### config.mk
export PLATFORM = sky130hd
export DESIGN_NAME = gpsm_ram
export DESIGN_NICKNAME = d
export VERILOG_FILES = /design/src/rtl/core/gpsm_ram.sv
export SDC_FILE = /design/constraint.sdc
export NUM_CORES = 2
export LEC_CHECK = 0
export ABC_AREA = 0
export BUFFER_PORTS_ARGS = -buffer_cell sky130_fd_sc_hd__buf_2
export CELL_PAD_IN_SITES_DETAIL_PLACEMENT = 0
export CELL_PAD_IN_SITES_GLOBAL_PLACEMENT = 2
export CORE_AREA = 2 2 811 490
export CTS_CLUSTER_DIAMETER = 80
export DETAILED_ROUTE_END_ITERATION = 7
export DIE_AREA = 0 0 813 492
export GPL_ROUTABILITY_DRIVEN = 0
export PLACE_DENSITY_LB_ADDON = 0.15
export SETUP_SLACK_MARGIN = 0.05
export SYNTH_ARGS = -nofsm -noshare
export SYNTH_HDL_FRONTEND = slang
export SYNTH_SLANG_ARGS = --single-unit
### constraint.sdc
create_clock -name clock -period 17.1 [get_ports clock]
set_input_delay 3.42 -clock clock [delete_from_list [all_inputs] [get_ports clock]]
set_output_delay 3.42 -clock clock [all_outputs]
set_load 0.02 [all_outputs]
### src/rtl/core/gpsm_ram.sv
module gpsm_ram #(
   parameter int WIDTH = 64,
   parameter int DEPTH = 64
) (
   input  logic                     clock,
   input  logic                     wr_en,
   input  logic [$clog2(DEPTH)-1:0] wr_addr,
   input  logic [WIDTH-1:0]         wr_data,
   input  logic [$clog2(DEPTH)-1:0] rd_addr,
   output logic [WIDTH-1:0]         rd_data
);

   logic [WIDTH-1:0] mem_ff [DEPTH];
   logic [WIDTH-1:0] rd_data_ff;

   // one write port, registered read port
   always_ff @(posedge clock) begin
      if (wr_en) begin
         mem_ff[wr_addr] <= wr_data;
      end
      rd_data_ff <= mem_ff[rd_addr];
   end

   assign rd_data = rd_data_ff;

endmodule

; Word-level counts from Yosys, hierarchy flattened
; Memory sizes are Yosys's and may differ from the RTL's. A register that Yosys moved wholly into a read port is not among the register bits.
; Index checks and enable logic that the tools add are counted.
[classes]
n_mux = 2
[ops]
columns = cell, count
row1 = two-way mux 1 bit, 2
[totals]
ramBits = 4096
ff_bits = 0
output_inout_bits = 64
in_bits = 78
elab_cells = 3
memories = 1
[memory_table]
columns = name, words, word_bits, rd, rd_ports_with_merged_regs, wr, line_no
row1 = mem_ff, 64, 64, 1, 1, 1, 13  ; logic [WIDTH-1:0] mem_ff [DEPTH];

; Logic depth before layout (Yosys ltp)
[depth]
depth_word = 2
mapped_depth = 9
mapped_depth_nobuf = 5

; Worst setup path after synthesis
; Ideal clock, no wire load.
[synth_path]
path_kind = input-to-reg
startpoint = in wr_addr[3]
endpoint = mem mem_ff[48][0], enable pin
required_ns = 16.536
path_stages = 4
setup_time_ns = 0.564
arrival_time_ns = 8.292
path_buffers = 1
setup_slack_ns = 8.244
path_cell_list = clkbuf_1 > nor2b_1 > nand4b_1 > nor3_1
[synth_rtl]
columns = item, line_no
row1 = from (decl), 7  ; input logic [$clog2(DEPTH)-1:0] wr_addr,
row2 = to (decl), 13
; No word-level cell before the write port.

==> run summary <==
The run finished with clean final reports. Counting flops and latches in the post-synthesis netlist gives 4,160. Hold repair after CTS inserted 0 buffers. The tightest min-delay check is of the register to register type.

The tools report the worst endpoint required time as 17.85 ns. The transition time at the pin with the least slew margin came out at 1.29 ns. The tools report the max capacitance violation total as 0. The endpoint kind of the worst setup timing path is a register.

The number of synthesized flops with an enable pin works out to 4,096. For the number of endpoints with negative hold slack in the final report, the log shows 0. After detailed routing, the total wire length is 495,000 um. The number of antenna violations at the first check in global routing is 60, and the data arrival time of the critical path is 8.00 ns. The horizontal die dimension came out at 813 um.

The maximum buffer depth of the clock tree is 4. For this run, the register share of the synthesized area comes to 79.5%. The latest clock arrival within the worst-skew pair was 0.97 ns. During placement, the flow inserted port buffers numbering 141. Area of the die: 0.400 mm^2.

The largest individual stage delay along the critical path comes from the cell sky130_fd_sc_hd__a211oi_1. Setup violations remaining at the end of the flow were counted as 0. Traced cell by cell, the critical path runs through buf_8 -> buf_12 -> buf_4 -> buf_4 -> mux4_2 -> mux2i_1 -> o22ai_1 -> a41oi_1 -> a211oi_1.

The number of H-tree levels was 5; the number of remaining DRC errors was 0. Number of nets with antenna violations after routing: 0. Of all cell types, the one taking the most synthesized area is sky130_fd_sc_hd__edfxtp_1. Setup repair after global routing left no endpoint under its margin. Final critical-path required period: 7.25 ns. Yosys instantiated no cell more often than sky130_fd_sc_hd__edfxtp_1.

The initial core utilization is 39.7%, and the Yosys warning count is 0. Measured in cells, the most critical reg-to-reg path has a length of 5. For this design, the sink count on the clock tree is 4,160. Dividing the detail-routed wire length by the instance count gives 39.5 um. The commonest register cell after synthesis was sky130_fd_sc_hd__edfxtp_1. The worst setup path is launched from an input pin. Once routing completed, OpenROAD measured the worst setup slack at 9.85 ns. Start-to-end type of the worst setup path: input pin to register. Dividing total power by cell area gives a power density of 120 mW/mm^2.

Dividing the detail-routed via count by the number of cells gives 6.10. Endpoint of the worst hold-timing path: rd_data[28]. Setup TNS: 0 ns. Critical path's most frequent cell: sky130_fd_sc_hd__buf_4. For this run, the total global-route usage over all layers was measured as 24.5%.

The area share of the largest cell type after synthesis was 78.7%. The startpoint identified for the worst hold timing path is mem_ff[61][28]. In this run the count of I/O pins placed on the die edge is 142.

The net count after synthesis was 6,676. The layout has 32,900 filler cells. The synthesis-to-finish area growth was 13.1%; the number of global-route vias before repair was 74,800. In this run the tightest slew margin relative to its limit is 13.5%.

The biggest fanout along the worst timing path is 97, and the half-perimeter wire length after detailed placement is 261,000 um. The count of nets after finishing is 7,049, and the number of non-filler instances in the completed layout is 12,600. Sorting the synthesized cells by area gives the leading types as sky130_fd_sc_hd__edfxtp_1, sky130_fd_sc_hd__mux4_2, sky130_fd_sc_hd__mux2i_1. After the first detailed-routing iteration, the DRC count stood at 10,600.

Summing over every cut layer, the via total after detailed routing is 76,600. TritonCTS built the clock tree. The cell count after placement came out at 11,800. The tools report the core region area as 0.394 mm^2. In the synthesized netlist, the cells that appear most often are sky130_fd_sc_hd__edfxtp_1, sky130_fd_sc_hd__mux4_2, sky130_fd_sc_hd__buf_2. The worst hold path was traced through 4 stages. CTS buffer count: 392. The tools report the cell at the root of the clock tree as sky130_fd_sc_hd__clkbuf_16.

Vertical die dimension: 492 um. The average instance in the mapped netlist occupies 23.7 um^2. The worst register-to-register path has a setup slack of 14.62 ns.

The number of gates given a new drive strength after cts is 0. The run gives 0 as the buffers inserted during post-CTS setup optimization. Timing would allow up to 0.138 GHz. For the final database, setup skew stands at 0.0501 ns.

The fraction of layout cells with a size suffix above 1 is 27.9%. Clock-pin slew was measured on the worst setup and hold paths at 0.07 ns. For this run, asynchronously set or reset flops after synthesis account for 0%. The first global-routing pass estimated 668,000 um of wire. The max-slew violation count is 0.

Standby leakage power: 0.0545 uW. The endpoint of the worst-slack reg-to-reg timing path was rd_data[4]. Row generation in the floorplan step produced 179 rows. The largest net degree at the start of global routing came out at 103. The worst register-to-register path begins at mem_ff[54][4].

In this design, the stage delay of the slowest critical-path cell is 0.86 ns. For this run the aggregate overflow at the end of global routing stands at 0. The run gives 6,598 as the synthesized instance count. After synthesis the cells add up to 0.156 mm^2. The first-pass detailed-route iteration total is 7. The placement-stage worst setup slack is 8.89 ns, and the post-route clock period utilization is 42.4%. The tools report the count of different cell masters after synthesis as 33. For the worst-case vdd ir drop, the log shows 0.0904 mV.
## kinds of logic (layout without fill, tap and decap cells)
kind of cell	count (synthesis)	count (layout)	share of synthesized area, %
AOI/OAI and AO/OA	504	504	2.48
buffers and inverters	389	1085	1.18
DFF	4160	4160	79.5
muxes	1159	1159	15.6
other	0	12	0
and+or+nand+nor	386	386	1.24
## worst max-delay path, delay by kind of cell
kind                   cells  cell delay (ns)
buffers and inverters      4             2.37
multiplexers               2             0.43
AO/OA/AOI/OAI              3             1.60
## layout by cell type (no fill, tap or decap), types with 83 or more instances in the layout
cell type                   count
sky130_fd_sc_hd__a22o_1        88
sky130_fd_sc_hd__a22oi_1      168
sky130_fd_sc_hd__buf_2        138
sky130_fd_sc_hd__buf_4        190
sky130_fd_sc_hd__clkbuf_1      88
sky130_fd_sc_hd__clkbuf_16    399
sky130_fd_sc_hd__edfxtp_1    4096
sky130_fd_sc_hd__mux2i_1      135
sky130_fd_sc_hd__mux4_2      1024
sky130_fd_sc_hd__o22ai_1       83
## cell type report
type                       instances  area (um^2)  share of cell area, %
tap                             5249         6570                   3.71
inverter                          19         71.3                 0.0403
timing repair buffer             349         2530                   1.43
clock buffer                     507        10600                   5.99
antenna                           12         30.0                 0.0170
sequential                      4160       124000                   70.3
clock inverter                   210         2040                   1.16
multi-input combinational       2049        30800                   17.4
## where the power goes
part / leakage [uW] / switching, uW / internal, uW
Combinational: 0.0109 / 662 / 346
Sequential: 0.0374 / 70.7 / 11300
Clock: 0.00618 / 3840 / 4940
## registers in the layout, indices dropped and copies added, names as in the netlist
register and count:
mem_ff 4096, rd_data 64
## routing by layer
layer	GRT usage, %	vias up	share of wire [%]
met5	0	-	0.031
met4	4.31	24	1.7
met3	4.13	539	7.8
met2	35.3	3400	43
met1	39.6	43400	47
li1	-	29300	-
## how the worst max path moves through the flow
stage	startpoint	endpoint	slack (ns)	cells past startpoint
5_1_grt	rd_addr[2]	rd_data[4]	9.64	9
6_report	rd_addr[2]	rd_data[4]	9.85	9
4_1_cts	rd_addr[2]	rd_data[4]	9.90	9
2_1_floorplan	wr_addr[3]	mem_ff[48][0]	8.24	4
3_5_place_dp	rd_addr[2]	rd_data[4]	8.89	9
3_3_place_gp	rd_addr[2]	rd_data[4]	8.90	9
## stage by stage
step	instance area, um^2	power (uW)	hold WS (ns)	util, %
CTS	177000	21300	0.841	44.9
global route	177000	21800	0.891	44.9
floorplan	156000	12100	0.788	-
detailed placement	164000	12600	0.817	41.7
finish	177000	21200	0.833	44.9
global placement	164000	12600	0.828	41.7
(Power assumes the default switching activity.)
